$ cat src/rtl/thwgd_pkg.sv
`timescale 1ns / 1ps
// ============================================================================
// thwgd_pkg
// Shared types and constants of the converter hit word group decoder.
// ============================================================================
package thwgd_pkg;

   localparam int CHANNEL_SLOTS = 64;
   localparam int SLOT_IDX_W    = (CHANNEL_SLOTS > 1) ? $clog2(CHANNEL_SLOTS) : 1;
   localparam logic [6:0] SLOTS_LIMIT = 7'(CHANNEL_SLOTS);

   localparam int QUEUE_DEPTH = 4;
   localparam int QPTR_W      = $clog2(QUEUE_DEPTH);
   localparam int QCNT_W      = $clog2(QUEUE_DEPTH + 1);

   localparam int CSR_INDEX_W = 1;
   localparam int CSR_DATA_W  = 7;

   localparam logic [6:0] CHANNELS_RESET = 7'd8;
   localparam logic [3:0] HITS_RESET     = 4'd10;

   localparam logic [7:0] ROLLOVER_CODE = 8'h10;
   localparam logic [3:0] STAMP_CODE    = 4'h0;

   typedef enum logic [CSR_INDEX_W-1:0] {
      CSR_CHANNELS_IN_USE  = 1'b0,
      CSR_HITS_PER_CHANNEL = 1'b1
   } csr_index_type;

   typedef enum logic {
      RESULT_HIT     = 1'b0,
      RESULT_SUMMARY = 1'b1
   } result_kind_type;

   typedef struct packed {
      logic [6:0] channels_in_use;
      logic [3:0] hits_per_channel;
   } cfg_type;

   typedef struct packed {
      logic               has_hit;
      logic [5:0]         hit_channel;
      logic [3:0]         hit_slot;
      logic signed [23:0] hit_time;
      logic               has_sum;
      logic [63:0]        absolute_stamp;
      logic               any_hit_stored;
   } entry_type;

   typedef struct packed {
      result_kind_type    result_kind;
      logic [5:0]         hit_channel;
      logic [3:0]         hit_slot;
      logic signed [23:0] hit_time;
      logic [63:0]        absolute_stamp;
      logic               any_hit_stored;
      logic               last_of_run;
   } result_type;

endpackage

$ cat src/rtl/thwgd_ifs.sv
`timescale 1ns / 1ps
// ============================================================================
// thwgd request and response channels
// Valid/ready channels carrying converter words in and decoded results out.
// ============================================================================
interface thwgd_req_if;
   logic        valid;
   logic        ready;
   logic [31:0] data_word;
   logic        group_end;

   modport source (output valid, output data_word, output group_end, input ready);
   modport sink   (input valid, input data_word, input group_end, output ready);
endinterface

interface thwgd_rsp_if;
   logic               valid;
   logic               ready;
   logic               result_kind;
   logic [5:0]         hit_channel;
   logic [3:0]         hit_slot;
   logic signed [23:0] hit_time;
   logic [63:0]        absolute_stamp;
   logic               any_hit_stored;
   logic               last_of_run;

   modport source (output valid, output result_kind, output hit_channel,
                   output hit_slot, output hit_time, output absolute_stamp,
                   output any_hit_stored, output last_of_run, input ready);
   modport sink   (input valid, input result_kind, input hit_channel,
                   input hit_slot, input hit_time, input absolute_stamp,
                   input any_hit_stored, input last_of_run, output ready);
endinterface

$ cat src/rtl/thwgd_front.sv
`timescale 1ns / 1ps
// ============================================================================
// thwgd_front
// Accepts converter words, classifies them, keeps per-channel hit counts and
// the group timing state, and pushes one queue entry per word with output.
// ============================================================================
module thwgd_front (
   input  logic                   clock,
   input  logic                   reset,
   thwgd_req_if.sink              req,
   input  thwgd_pkg::cfg_type     cfg,
   output logic                   q_push,
   output thwgd_pkg::entry_type   q_entry,
   input  logic                   q_full
);

   localparam int IDX_W = thwgd_pkg::SLOT_IDX_W;

   logic                 acc;
   logic [5:0]           in_ch;
   logic [IDX_W-1:0]     in_idx;

   logic                 s_valid_ff, s_valid_in;
   logic [31:0]          s_word_ff;
   logic                 s_end_ff;
   logic [3:0]           rd_cnt_ff;
   logic                 fwd_hit_ff;
   logic [3:0]           fwd_cnt_ff;

   logic [3:0]           cnt_mem [thwgd_pkg::CHANNEL_SLOTS];

   logic                 await_ff;
   logic                 hit_seen_ff;
   logic [23:0]          roll_ff;
   logic [23:0]          grp_ff;
   logic [47:0]          prev_ff;
   logic [63:0]          k_ff;
   logic                 abs_zero_ff;
   logic [thwgd_pkg::CHANNEL_SLOTS-1:0] slot_valid_ff, slot_valid_in;

   logic                 first, restart, is_hit, ch_ok, hit_ok, go;
   logic [5:0]           s_ch;
   logic [IDX_W-1:0]     s_idx;
   logic [3:0]           cnt_raw, cnt;
   logic [23:0]          roll_eff, grp_eff;
   logic [47:0]          prev_eff, stamp;
   logic [63:0]          k_eff, k_wrap, abs_new;
   logic                 borrow, seen_new;

   assign in_ch  = req.data_word[29:24];
   assign in_idx = in_ch[IDX_W-1:0];
   assign acc    = req.valid && req.ready;

   assign first   = await_ff;
   assign restart = first && abs_zero_ff;
   assign is_hit  = s_word_ff[31];
   assign s_ch    = s_word_ff[29:24];
   assign s_idx   = s_ch[IDX_W-1:0];

   always_comb begin
      cnt_raw = fwd_hit_ff ? fwd_cnt_ff : rd_cnt_ff;
      cnt     = (first || !slot_valid_ff[s_idx]) ? 4'd0 : cnt_raw;
      ch_ok   = ({1'b0, s_ch} < cfg.channels_in_use) &&
                ({1'b0, s_ch} < thwgd_pkg::SLOTS_LIMIT);
      hit_ok  = is_hit && ch_ok && (cnt < cfg.hits_per_channel);
   end

   assign go        = s_valid_ff && (!(hit_ok || s_end_ff) || !q_full);
   assign q_push    = go && (hit_ok || s_end_ff);
   assign req.ready = !s_valid_ff || go;

   // timing: k tracks absolute_time minus previous_stamp
   always_comb begin
      roll_eff = restart ? 24'd0 : roll_ff;
      if (!is_hit && s_word_ff[31:24] == thwgd_pkg::ROLLOVER_CODE) begin
         roll_eff = s_word_ff[23:0];
      end
      grp_eff = restart ? 24'd0 : grp_ff;
      if (!is_hit && s_word_ff[31:28] == thwgd_pkg::STAMP_CODE) begin
         grp_eff = s_word_ff[23:0];
      end
      prev_eff = restart ? 48'd0 : prev_ff;
      k_eff    = restart ? 64'd0 : k_ff;
      stamp    = {roll_eff, grp_eff};
      borrow   = stamp < prev_eff;
      abs_new  = k_eff + {15'd0, borrow, stamp};
      k_wrap   = {k_eff[63:48] + {15'd0, borrow}, k_eff[47:0]};
      seen_new = (!first && hit_seen_ff) || hit_ok;
   end

   always_comb begin
      slot_valid_in = first ? '0 : slot_valid_ff;
      if (hit_ok) begin
         slot_valid_in[s_idx] = 1'b1;
      end
   end

   always_comb begin
      q_entry.has_hit        = hit_ok;
      q_entry.hit_channel    = s_ch;
      q_entry.hit_slot       = cnt;
      q_entry.hit_time       = signed'(s_word_ff[23:0]);
      q_entry.has_sum        = s_end_ff;
      q_entry.absolute_stamp = abs_new;
      q_entry.any_hit_stored = seen_new;
   end

   always_comb begin
      s_valid_in = s_valid_ff;
      if (acc) begin
         s_valid_in = 1'b1;
      end else if (go) begin
         s_valid_in = 1'b0;
      end
   end

   always_ff @(posedge clock) begin
      if (go && hit_ok) begin
         cnt_mem[s_idx] <= cnt + 4'd1;
      end
      if (acc) begin
         rd_cnt_ff <= cnt_mem[in_idx];
      end
   end

   always_ff @(posedge clock) begin
      if (acc) begin
         s_word_ff  <= req.data_word;
         s_end_ff   <= req.group_end;
         fwd_hit_ff <= go && hit_ok && (s_idx == in_idx);
         fwd_cnt_ff <= cnt + 4'd1;
      end
   end

   always_ff @(posedge clock) begin
      if (reset) begin
         s_valid_ff    <= 1'b0;
         await_ff      <= 1'b1;
         hit_seen_ff   <= 1'b0;
         roll_ff       <= '0;
         grp_ff        <= '0;
         prev_ff       <= '0;
         k_ff          <= '0;
         abs_zero_ff   <= 1'b1;
         slot_valid_ff <= '0;
      end else begin
         s_valid_ff <= s_valid_in;
         if (go) begin
            await_ff      <= s_end_ff;
            hit_seen_ff   <= seen_new;
            roll_ff       <= roll_eff;
            grp_ff        <= grp_eff;
            slot_valid_ff <= slot_valid_in;
            if (s_end_ff) begin
               prev_ff     <= stamp;
               k_ff        <= k_wrap;
               abs_zero_ff <= (abs_new == 64'd0);
            end else begin
               prev_ff <= prev_eff;
               k_ff    <= k_eff;
            end
         end
      end
   end

endmodule

$ cat src/rtl/thwgd_queue.sv
`timescale 1ns / 1ps
// ============================================================================
// thwgd_queue
// Small FIFO of decoded entries between the front and the back.
// ============================================================================
module thwgd_queue (
   input  logic                 clock,
   input  logic                 reset,
   input  logic                 push,
   input  thwgd_pkg::entry_type push_entry,
   output logic                 full,
   input  logic                 pop,
   output thwgd_pkg::entry_type head,
   output logic                 empty
);

   localparam int PW = thwgd_pkg::QPTR_W;
   localparam int CW = thwgd_pkg::QCNT_W;

   thwgd_pkg::entry_type slots [thwgd_pkg::QUEUE_DEPTH];

   logic [PW-1:0] wr_ptr_ff, rd_ptr_ff;
   logic [CW-1:0] count_ff, count_in;

   assign full  = (count_ff == CW'(thwgd_pkg::QUEUE_DEPTH));
   assign empty = (count_ff == '0);
   assign head  = slots[rd_ptr_ff];

   always_comb begin
      count_in = count_ff;
      if (push && !pop) begin
         count_in = count_ff + CW'(1);
      end else if (pop && !push) begin
         count_in = count_ff - CW'(1);
      end
   end

   always_ff @(posedge clock) begin
      if (push) begin
         slots[wr_ptr_ff] <= push_entry;
      end
   end

   // depth is a power of two, pointers wrap naturally
   always_ff @(posedge clock) begin
      if (reset) begin
         wr_ptr_ff <= '0;
         rd_ptr_ff <= '0;
         count_ff  <= '0;
      end else begin
         count_ff <= count_in;
         if (push) begin
            wr_ptr_ff <= wr_ptr_ff + PW'(1);
         end
         if (pop) begin
            rd_ptr_ff <= rd_ptr_ff + PW'(1);
         end
      end
   end

endmodule

$ cat src/rtl/thwgd_back.sv
`timescale 1ns / 1ps
// ============================================================================
// thwgd_back
// Expands queue entries into hit and summary results behind an output
// register.
// ============================================================================
module thwgd_back (
   input  logic                 clock,
   input  logic                 reset,
   input  thwgd_pkg::entry_type head,
   input  logic                 q_empty,
   output logic                 q_pop,
   thwgd_rsp_if.source          rsp
);

   logic                   rsp_valid_ff, rsp_valid_in;
   logic                   phase_ff, phase_in;
   thwgd_pkg::result_type  res_ff, res_in;
   logic                   out_free, load, send_hit;

   assign out_free = !rsp_valid_ff || rsp.ready;
   assign load     = out_free && !q_empty;
   assign send_hit = head.has_hit && !phase_ff;
   assign q_pop    = load && !(send_hit && head.has_sum);

   always_comb begin
      rsp_valid_in = rsp_valid_ff;
      phase_in     = phase_ff;
      if (load) begin
         rsp_valid_in = 1'b1;
         phase_in     = send_hit && head.has_sum;
      end else if (out_free) begin
         rsp_valid_in = 1'b0;
      end
   end

   always_comb begin
      res_in = '0;
      if (send_hit) begin
         res_in.result_kind = thwgd_pkg::RESULT_HIT;
         res_in.hit_channel = head.hit_channel;
         res_in.hit_slot    = head.hit_slot;
         res_in.hit_time    = head.hit_time;
         res_in.last_of_run = !head.has_sum;
      end else begin
         res_in.result_kind    = thwgd_pkg::RESULT_SUMMARY;
         res_in.absolute_stamp = head.absolute_stamp;
         res_in.any_hit_stored = head.any_hit_stored;
         res_in.last_of_run    = 1'b1;
      end
   end

   always_ff @(posedge clock) begin
      if (load) begin
         res_ff <= res_in;
      end
   end

   always_ff @(posedge clock) begin
      if (reset) begin
         rsp_valid_ff <= 1'b0;
         phase_ff     <= 1'b0;
      end else begin
         rsp_valid_ff <= rsp_valid_in;
         phase_ff     <= phase_in;
      end
   end

   assign rsp.valid          = rsp_valid_ff;
   assign rsp.result_kind    = res_ff.result_kind;
   assign rsp.hit_channel    = res_ff.hit_channel;
   assign rsp.hit_slot       = res_ff.hit_slot;
   assign rsp.hit_time       = res_ff.hit_time;
   assign rsp.absolute_stamp = res_ff.absolute_stamp;
   assign rsp.any_hit_stored = res_ff.any_hit_stored;
   assign rsp.last_of_run    = res_ff.last_of_run;

endmodule

$ cat src/rtl/tdc_hit_word_group_decoder.sv
`timescale 1ns / 1ps
// ============================================================================
// tdc_hit_word_group_decoder
// Decodes converter event group words into per-channel hits and a group
// summary with an accumulated 64-bit absolute time.
// ============================================================================
//  Channel   Direction  Handshake          Contents
//  req_bus   in         valid/ready        data_word, group_end
//  rsp_bus   out        valid/ready        hit or group summary result
//  csr_*     in         write enable only  channels_in_use, hits_per_channel
//
//  One request per clock unless the decode stage stalls; a request with a hit
//  and group_end yields two responses and holds the response port for both.
//  A request passes the decode stage (counter memory read), the four-entry
//  queue and the output register before its first response is valid.
//  Decode stage stalls only when the queue is full; the queue fills only
//  while the response side stalls or double responses back up.
//  Synchronous reset; no clearing pass: counters use per-channel valid bits.
// ============================================================================
module tdc_hit_word_group_decoder (
   input  logic                               clock,
   input  logic                               reset,
   thwgd_req_if.sink                          req_bus,
   thwgd_rsp_if.source                        rsp_bus,
   input  logic                               csr_we,
   input  logic [thwgd_pkg::CSR_INDEX_W-1:0]  csr_index,
   input  logic [thwgd_pkg::CSR_DATA_W-1:0]   csr_wdata
);

   thwgd_pkg::cfg_type   cfg_ff;
   thwgd_pkg::entry_type q_entry, q_head;
   logic                 q_push, q_pop, q_full, q_empty;

   always_ff @(posedge clock) begin
      if (reset) begin
         cfg_ff.channels_in_use  <= thwgd_pkg::CHANNELS_RESET;
         cfg_ff.hits_per_channel <= thwgd_pkg::HITS_RESET;
      end else if (csr_we) begin
         unique case (thwgd_pkg::csr_index_type'(csr_index))
            thwgd_pkg::CSR_CHANNELS_IN_USE: begin
               cfg_ff.channels_in_use <= csr_wdata[6:0];
            end
            thwgd_pkg::CSR_HITS_PER_CHANNEL: begin
               cfg_ff.hits_per_channel <= csr_wdata[3:0];
            end
         endcase
      end
   end

   thwgd_front u_front (
      .clock   (clock),
      .reset   (reset),
      .req     (req_bus),
      .cfg     (cfg_ff),
      .q_push  (q_push),
      .q_entry (q_entry),
      .q_full  (q_full)
   );

   thwgd_queue u_queue (
      .clock      (clock),
      .reset      (reset),
      .push       (q_push),
      .push_entry (q_entry),
      .full       (q_full),
      .pop        (q_pop),
      .head       (q_head),
      .empty      (q_empty)
   );

   thwgd_back u_back (
      .clock   (clock),
      .reset   (reset),
      .head    (q_head),
      .q_empty (q_empty),
      .q_pop   (q_pop),
      .rsp     (rsp_bus)
   );

   a_no_overflow: assert property (@(posedge clock) disable iff (reset)
      !(q_push && q_full))
      else $error("queue push while full");

   a_no_underflow: assert property (@(posedge clock) disable iff (reset)
      !(q_pop && q_empty))
      else $error("queue pop while empty");

   a_summary_last: assert property (@(posedge clock) disable iff (reset)
      (rsp_bus.valid && rsp_bus.result_kind == thwgd_pkg::RESULT_SUMMARY)
      |-> rsp_bus.last_of_run)
      else $error("summary response not marked last");

   a_hit_then_summary: assert property (@(posedge clock) disable iff (reset)
      (rsp_bus.valid && rsp_bus.ready &&
       rsp_bus.result_kind == thwgd_pkg::RESULT_HIT && !rsp_bus.last_of_run)
      |=> (rsp_bus.valid && rsp_bus.result_kind == thwgd_pkg::RESULT_SUMMARY))
      else $error("summary did not follow its hit");

endmodule
$ cat src/flat_wrapper.sv
// flat-port wrapper written by rule: the top's interface ports become plain ports
module tdc_hit_word_group_decoder_flat 
  (clock, reset, csr_we, csr_index, csr_wdata, req_bus_valid, req_bus_data_word, req_bus_group_end, req_bus_ready, rsp_bus_valid, rsp_bus_result_kind, rsp_bus_hit_channel, rsp_bus_hit_slot, rsp_bus_hit_time, rsp_bus_absolute_stamp, rsp_bus_any_hit_stored, rsp_bus_last_of_run, rsp_bus_ready);
  thwgd_req_if req_bus_i ();
  thwgd_rsp_if rsp_bus_i ();
  input  logic clock;
  input  logic reset;
  input  logic csr_we;
  input  logic [thwgd_pkg::CSR_INDEX_W-1:0] csr_index;
  input  logic [thwgd_pkg::CSR_DATA_W-1:0] csr_wdata;
  input wire logic [$bits(req_bus_i.valid)-1:0] req_bus_valid;
  input wire logic [$bits(req_bus_i.data_word)-1:0] req_bus_data_word;
  input wire logic [$bits(req_bus_i.group_end)-1:0] req_bus_group_end;
  output wire logic [$bits(req_bus_i.ready)-1:0] req_bus_ready;
  output wire logic [$bits(rsp_bus_i.valid)-1:0] rsp_bus_valid;
  output wire logic [$bits(rsp_bus_i.result_kind)-1:0] rsp_bus_result_kind;
  output wire logic [$bits(rsp_bus_i.hit_channel)-1:0] rsp_bus_hit_channel;
  output wire logic [$bits(rsp_bus_i.hit_slot)-1:0] rsp_bus_hit_slot;
  output wire logic [$bits(rsp_bus_i.hit_time)-1:0] rsp_bus_hit_time;
  output wire logic [$bits(rsp_bus_i.absolute_stamp)-1:0] rsp_bus_absolute_stamp;
  output wire logic [$bits(rsp_bus_i.any_hit_stored)-1:0] rsp_bus_any_hit_stored;
  output wire logic [$bits(rsp_bus_i.last_of_run)-1:0] rsp_bus_last_of_run;
  input wire logic [$bits(rsp_bus_i.ready)-1:0] rsp_bus_ready;
  assign req_bus_i.valid = req_bus_valid;
  assign req_bus_i.data_word = req_bus_data_word;
  assign req_bus_i.group_end = req_bus_group_end;
  assign req_bus_ready = req_bus_i.ready;
  assign rsp_bus_valid = rsp_bus_i.valid;
  assign rsp_bus_result_kind = rsp_bus_i.result_kind;
  assign rsp_bus_hit_channel = rsp_bus_i.hit_channel;
  assign rsp_bus_hit_slot = rsp_bus_i.hit_slot;
  assign rsp_bus_hit_time = rsp_bus_i.hit_time;
  assign rsp_bus_absolute_stamp = rsp_bus_i.absolute_stamp;
  assign rsp_bus_any_hit_stored = rsp_bus_i.any_hit_stored;
  assign rsp_bus_last_of_run = rsp_bus_i.last_of_run;
  assign rsp_bus_i.ready = rsp_bus_ready;
  tdc_hit_word_group_decoder u_core (.clock(clock), .reset(reset), .req_bus(req_bus_i), .rsp_bus(rsp_bus_i), .csr_we(csr_we), .csr_index(csr_index), .csr_wdata(csr_wdata));
endmodule
$ cat config.mk
export PLATFORM = sky130hd
export DESIGN_NAME = tdc_hit_word_group_decoder_flat
export DESIGN_NICKNAME = d
export VERILOG_FILES = /design/src/rtl/thwgd_pkg.sv /design/src/rtl/thwgd_ifs.sv /design/src/rtl/thwgd_front.sv /design/src/rtl/thwgd_queue.sv /design/src/rtl/thwgd_back.sv /design/src/rtl/tdc_hit_word_group_decoder.sv /design/src/flat_wrapper.sv
export SDC_FILE = /design/constraint.sdc
export NUM_CORES = 1
export LEC_CHECK = 0
export ABC_AREA = 0
export BUFFER_PORTS_ARGS = -buffer_cell sky130_fd_sc_hd__buf_4
export CORE_UTILIZATION = 55
export CTS_BUF_LIST = sky130_fd_sc_hd__clkbuf_4 sky130_fd_sc_hd__clkbuf_8
export CTS_CLUSTER_DIAMETER = 30
export DETAILED_ROUTE_END_ITERATION = 12
export PLACE_DENSITY = 0.68
export RECOVER_POWER = 100
export SYNTH_ARGS = -nofsm -noshare
export SYNTH_HDL_FRONTEND = slang
export SYNTH_SLANG_ARGS = --single-unit
export TNS_END_PERCENT = 1
$ cat constraint.sdc
create_clock -name clock -period 26 [get_ports clock]
set_clock_uncertainty 0.15 [all_clocks]
set_input_delay 6.5 -clock clock [delete_from_list [all_inputs] [get_ports clock]]
set_output_delay 6.5 -clock clock [all_outputs]
set_load 0.01 [all_outputs]
# After elaboration in Yosys (flattened, before gate mapping)
# Memory sizes are Yosys's and may differ from the RTL's. A register that Yosys moved wholly into a read port is not among the register bits.
# Cells that the tools add are included.
op_classes:
  n_addsub: 7
  n_lt_le_gt_ge: 5
  eq_ne: 3
  mux: 29
  n_bitwise: 2
  n_reduce_logical: 46
op_table:
  columns: ["operator", "count"]
  rows:
  - ["2-to-1 mux 64 bit", 4]
  - ["2-to-1 mux 24 bit", 4]
  - ["2-to-1 mux 48 bit", 2]
  - ["adder 64 x 49 -> 64 bit", 1]
  - ["logical NOT 64 bit", 1]
  - ["bitwise OR 64 bit", 1]
  - ["< comparator 48 bit", 1]
  - ["logical AND 1 bit", 18]
  - ["adder 16 x 1 -> 16 bit", 1]
  - ["logical NOT 1 bit", 13]
  - ["2-to-1 mux 1 bit", 11]
  - ["== test 8 x 5 -> 1 bit (second input constant)", 1]
  - ["2-to-1 mux 4 bit", 2]
  - ["< comparator 6 x 7 -> 1 bit", 1]
  - ["< comparator 6 x 7 -> 1 bit (second input constant)", 1]
  - ["binary-select mux 1 bit (select 6 bit)", 1]
  - ["demux 1 bit (select 6 bit)", 1]
  - ["== test 6 bit", 1]
  - [">= comparator 6 x 1 -> 1 bit (second input constant)", 1]
  - ["logical OR 1 bit", 6]
  - ["2-to-1 mux 3 bit", 2]
  - ["AND reduction 2 bit", 3]
  - ["nonzero test 2 bit", 3]
  - ["adder 2 x 1 -> 2 bit (second input constant)", 2]
  - ["9 further kinds", 10]
word_totals:
  ff_bits: 387
  mem_bits_rw: 660
  inputBits: 46
  output_inout_bits: 103
  mem_count: 2
memory_table:
  columns: ["name", "depth", "word_bits", "read_ports", "rd_ports_with_merged_regs", "write_ports", "line", "source"]
  rows:
  - ["u_core.u_queue.slots", 4, 101, 1, 1, 1, "thwgd_queue.sv:20", "thwgd_pkg::entry_type slots [thwgd_pkg::QUEUE_DEPTH];"]
  - ["u_core.u_front.cnt_mem", 64, 4, 1, 1, 1, "thwgd_front.sv:30", "logic [3:0] cnt_mem [thwgd_pkg::CHANNEL_SLOTS];"]

# Logic depth before layout (Yosys ltp)
logic_depth:
  ltp_word: 16
  ltp_mapped: 34
  ltp_nobuf: 26

# Modules after synthesis
# Synthesis repeated with hierarchy kept, for this count alone.
hier_totals:
  hier_cells: 3292
  hier_area_um2: 45544.9
modules_own_cells:
  columns: ["mod", "instances", "cells_per_inst", "area_per_inst_um2", "seq_area_each_um2"]
  rows:
  - ["thwgd_front", 1, 2453, 26232.7, 13513.0]
  - ["thwgd_queue", 1, 571, 15005.6, 12311.8]
  - ["thwgd_back", 1, 224, 3842.4, 3072.9]
  - ["tdc_hit_word_group_decoder", 1, 44, 464.2, 220.2]

# Least setup slack after synthesis
# OpenSTA, ideal clock, no wires.
synth_path:
  kind: "input port to flip-flop"
  start: "in rsp_bus_ready"
  end: "reg u_core.u_queue.count_ff[2]"
  setup_time_ns: 0.070
  arrival_ns: 13.280
  required_time_ns: 25.780
  setup_slack_ns: 12.499
  path_stages: 9
  cell_sequence: "inv_1 -> a21oi_1 -> nand2_1 -> ha_1 -> inv_1 -> fa_1 -> xor2_1 -> or3_1 -> a21oi_1"
synth_via:
  elab_chain_cells: 6
  word_cells_on_any_way: 8
  cone_classes: "1 x mux; 7 x reduce/logical"
synth_lines:
  columns: ["element", "line", "source"]
  rows:
  - ["start, declared", "flat_wrapper.sv:23", "input wire logic [$bits(rsp_bus_i.ready)-1:0] rsp_bus_ready;"]
  - ["logical OR 1 bit (*)", "thwgd_back.sv:21", "assign out_free = !rsp_valid_ff || rsp.ready;"]
  - ["logical AND 1 bit (*)", "thwgd_back.sv:22", "assign load = out_free && !q_empty;"]
  - ["via u_core.u_back.load", "thwgd_back.sv:19", "logic out_free, load, send_hit;"]
  - ["logical AND 1 bit (*)", "thwgd_back.sv:24", "assign q_pop = load && !(send_hit && head.has_sum);"]
  - ["logical NOT 1 bit", "thwgd_queue.sv:31", "if (push && !pop) begin"]
  - ["logical AND 1 bit", "thwgd_queue.sv:31", null]
  - ["2-to-1 mux 3 bit or nonzero test 2 bit (tied branches)", null, null]
  - ["end signal, assigned", "thwgd_queue.sv:51", "count_ff <= count_in;"]
  - ["end, declared", "thwgd_queue.sv:23", "logic [CW-1:0] count_ff, count_in;"]
# Mark *: on every way through the listed nets, which the timed path passes. The rest lies on a longest branch.
# A chain may end at the register's enable or synchronous reset.

==> insert_results.sql <==
INSERT INTO impl_metrics (metric_group, metric, value, unit) VALUES
('run_status', 'outcome', 'finished with violations', ''),
('run_status', 'violated_checks', 'max-capacitance violations, max-slew violations', ''),
('critical_path', 'worstPathCellList', 'clkbuf_1, clkbuf_1, nor2b_1, a22o_1', ''),
('job', 'max-cap-violations', '29', ''),
('critical_path', 'critPathCaptureType', 'flip-flop', ''),
('critical_path', 'start_to_end_type_of_the_worst_setup_path', 'in -> reg', ''),
('route', 'drt_pass1_iterations', '6', ''),
('timing', 'fmax', '0.0656', 'GHz'),
('synth', 'synth_nets', '3507', ''),
('clock_tree', 'worstSkewPairLatency', '880', 'ps'),
('floorplan', 'floorplan.die_area', '84500', 'um^2'),
('global_route', 'antenna_found_initial', '3', ''),
('floorplan', 'placement_rows', '105', ''),
('pwr', 'finalPower', '4.58', 'mW'),
('cells_and_area', 'fin_cells', '4796', ''),
('clock_tree', 'cts_inserted_buffers', '199', ''),
('critical_path', 'cell_depth_of_the_worst_setup_path', '4', ''),
('timing', 'layout_worst_path_cycle_share', '58.6', '%'),
('clock_tree', 'clk_pin_slew', '50', 'ps'),
('timing', 'finalSetupViolations', '0', ''),
('timing', 'final_hold_slack', '298', 'ps'),
('timing', 'finalSetupTns', '0', 'ps'),
('critical_path', 'critPathLaunch', 'reset', ''),
('timing', 'timing.final.max_slew_violations', '1510', ''),
('floorplan', 'die_w', '291', 'um'),
('critical_path', 'crit_family', 'buffers and inverters', ''),
('critical_path', 'worst_ep_arrival_time', '15820', 'ps'),
('synth', 'yosys_warnings', '0', ''),
('critical_path', 'cp_common_cell', 'clkbuf_1', ''),
('global_route', 'via_count_of_the_first_global_routing_pass', '29400', ''),
('synth', 'synth.avg_cell_area', '13.6', 'um^2'),
('timing', 'final_hold_viol_count', '0', ''),
('route', 'detail_route.wirelength', '112', 'mm'),
('route', 'drc_errors', '0', ''),
('critical_path', 'crit_buf_inv', '2', ''),
('floorplan', 'floorplan.core_area', '82200', 'um^2'),
('route', 'via_per_inst', '6.07', ''),
('floorplan', 'initial_core_util', '55.7', '%'),
('critical_path', 'critical_path.startpoint_type', 'primary input', ''),
('timing', 'rsz_0062_raised_after_global_routing', 'no', ''),
('clock_tree', 'clockBufferDepth', '3', ''),
('placed_design', 'post_dp_cell_area', '47900', 'um^2'),
('critical_path', 'crit-reg2reg-launch', 'u_core.u_front.s_word_ff[24]', ''),
('global_route', 'grt_overflow_total', '0', ''),
('cells_and_area', 'final_cell_mix', 'edfxtp_1, nor2_1, dfxtp_1', ''),
('route', 'dr.first_iter.drc_count', '2661', ''),
('route', 'via_count', '29100', ''),
('floorplan', 'io-pin-count', '149', ''),
('synth', 'number_of_instances_in_the_synthesized_netlist', '3360', ''),
('clock_tree', 'cts-hold-fix-buffers', '0', ''),
('cells_and_area', 'area_growth_syn_to_layout', '13.0', '%'),
('placed_design', 'final_gp_congestion', '0.877', ''),
('timing', 'timing.max_slew.rel_slack', '-259', '%'),
('pwr', 'total_leakage_power', '18.0', 'nW'),
('global_route', 'global_route.usage.total', '26.5', '%'),
('cells_and_area', 'final_design_area_no_fill', '51800', 'um^2'),
('clock_tree', 'ctsRootBufferMaster', 'clkbuf_8', ''),
('timing', 'tightest_slew', '5390', 'ps'),
('pwr', 'ir_worst_vdd', '60.6', 'uV'),
('clock_tree', 'cts.repair_timing.setup_buffer_count', '0', ''),
('cells_and_area', 'layout.nets', '3699', ''),
('cells_and_area', 'fraction_of_layout_instances_using_a_drive_strength_above_1', '17.2', '%'),
('critical_path', 'cp.required', '26570', 'ps'),
('critical_path', 'critical_path.endpoint', 'u_core.u_front.prev_ff[4]', ''),
('cells_and_area', 'layout.cells.most_common', 'edfxtp_1', ''),
('critical_path', 'timing.critical_path.slowest_stage_cell', 'clkbuf_1', ''),
('global_route', 'grt_max_degree', '110', ''),
('placed_design', 'dpl.hpwl', '71.9', 'mm'),
('synth', 'seq_total_area_yosys', '63.5', '%'),
('min_path', 'min-delay-path-class', 'reg -> reg', ''),
('synth', 'yosys.cell_types.count', '99', '');
## per-layer routing
layer | GRT usage (%) | routed length [um] | vias up
met3 | 4.49 | 6560 | 221
met4 | 10.9 | 3560 | 0
met5 | 0 | 0 | -
li1 | - | - | 13200
met2 | 44.1 | 55200 | 1088
met1 | 34.7 | 46300 | 14600
## layout make-up
cell class | count | area (um^2)
flip-flops and latches | 1053 | 29100
multi-input cells | 2065 | 15800
inverters | 41 | 154
repair buffers | 192 | 931
fillers | 6187 | 30400
diodes | 1 | 2.50
well taps | 1070 | 1340
clock buffers | 262 | 3340
clock inverters | 112 | 1150
## cell families after synthesis
| family | synth area share (%) |
|---|---|
| AND/OR/NAND/NOR | 12.6 |
| flip-flops | 63.5 |
| AO/OA/AOI/OAI | 8.08 |
| buffers and inverters | 2.06 |
| multiplexers | 9.75 |
| adder cells (fa/ha/maj) | 2.79 |
| XOR/XNOR | 1.18 |
## report_power, final
part / total, mW / internal, mW / switching, mW
sequential: 2.09 / 2.01 / 0.0781
clock: 1.75 / 1.02 / 0.727
combinational: 0.742 / 0.284 / 0.458
total: 4.58 / 3.32 / 1.26
## metrics by stage
step                worst slack [ps]  util, %
floorplan                      12500        -
global placement               15170     58.3
detailed placement             14980     58.3
CTS                            13990     63.8
global route                   10440     63.0
finish                         10750     63.0
## worst min path at each step
stage                            start                 endpoint  cells after the start
2_1_floorplan   u_core.u_front.k_ff[0]   u_core.u_front.k_ff[0]                      1
3_3_place_gp   u_core.u_front.k_ff[37]  u_core.u_front.k_ff[37]                      1
3_5_place_dp   u_core.u_front.k_ff[47]  u_core.u_front.k_ff[47]                      1
4_1_cts        u_core.u_front.k_ff[35]  u_core.u_front.k_ff[35]                      1
5_1_grt        u_core.u_front.k_ff[19]  u_core.u_front.k_ff[19]                      1
6_report       u_core.u_front.k_ff[43]  u_core.u_front.k_ff[43]                      1
## cell usage after synthesis, drive strengths merged (8+ instances only)
cell	number	area, um^2
and3	23	144
a211o	10	87.6
o21bai	10	75.1
xor2	34	298
a21boi	12	93.8
or3	18	113
nand2b	18	113
nand2	228	856
a221oi	13	114
mux2i	26	260
dfxtp	250	5000
buf	55	241
inv	41	154
xnor2	28	245
a211oi	37	288
a21oi	93	465
and2	215	1350
mux4	184	4140
a32oi	8	96.4
nor4	16	128
or2	15	93.8
clkbuf	146	551
a22o	31	272
a21o	36	270
o21ai	64	320
and4	8	70.1
o22ai	11	68.8
nor2b	20	125
a22oi	68	510
a31oi	24	156
nor3	85	447
nand4	30	188
ha	99	1240
o21a	13	97.6
o31ai	14	110
nor2	359	1350
edfxtp	803	24100
nand3	93	465
o211ai	12	90.1
## registers in the layout, indices dropped and copies added, names as in the netlist, 3 cells and up, named ones only
register and flops:
u_core.u_front.s_word_ff 32, u_core.u_back.rsp.hit_slot 4, u_core.u_queue.count_ff 3, u_core.u_queue.slots 404, u_core.u_front.grp_ff 24, u_core.u_front.fwd_cnt_ff 4
u_core.u_front.slot_valid_ff 64, u_core.u_back.rsp.hit_channel 6, u_core.u_front.cnt_mem 256, u_core.u_front.k_ff 64, u_core.cfg_ff 11, u_core.u_front.rd_cnt_ff 4
u_core.u_front.prev_ff 48, u_core.u_front.roll_ff 24, u_core.u_back.rsp.absolute_stamp 64, u_core.u_back.rsp.hit_time 24
(Power assumes the default switching activity.)
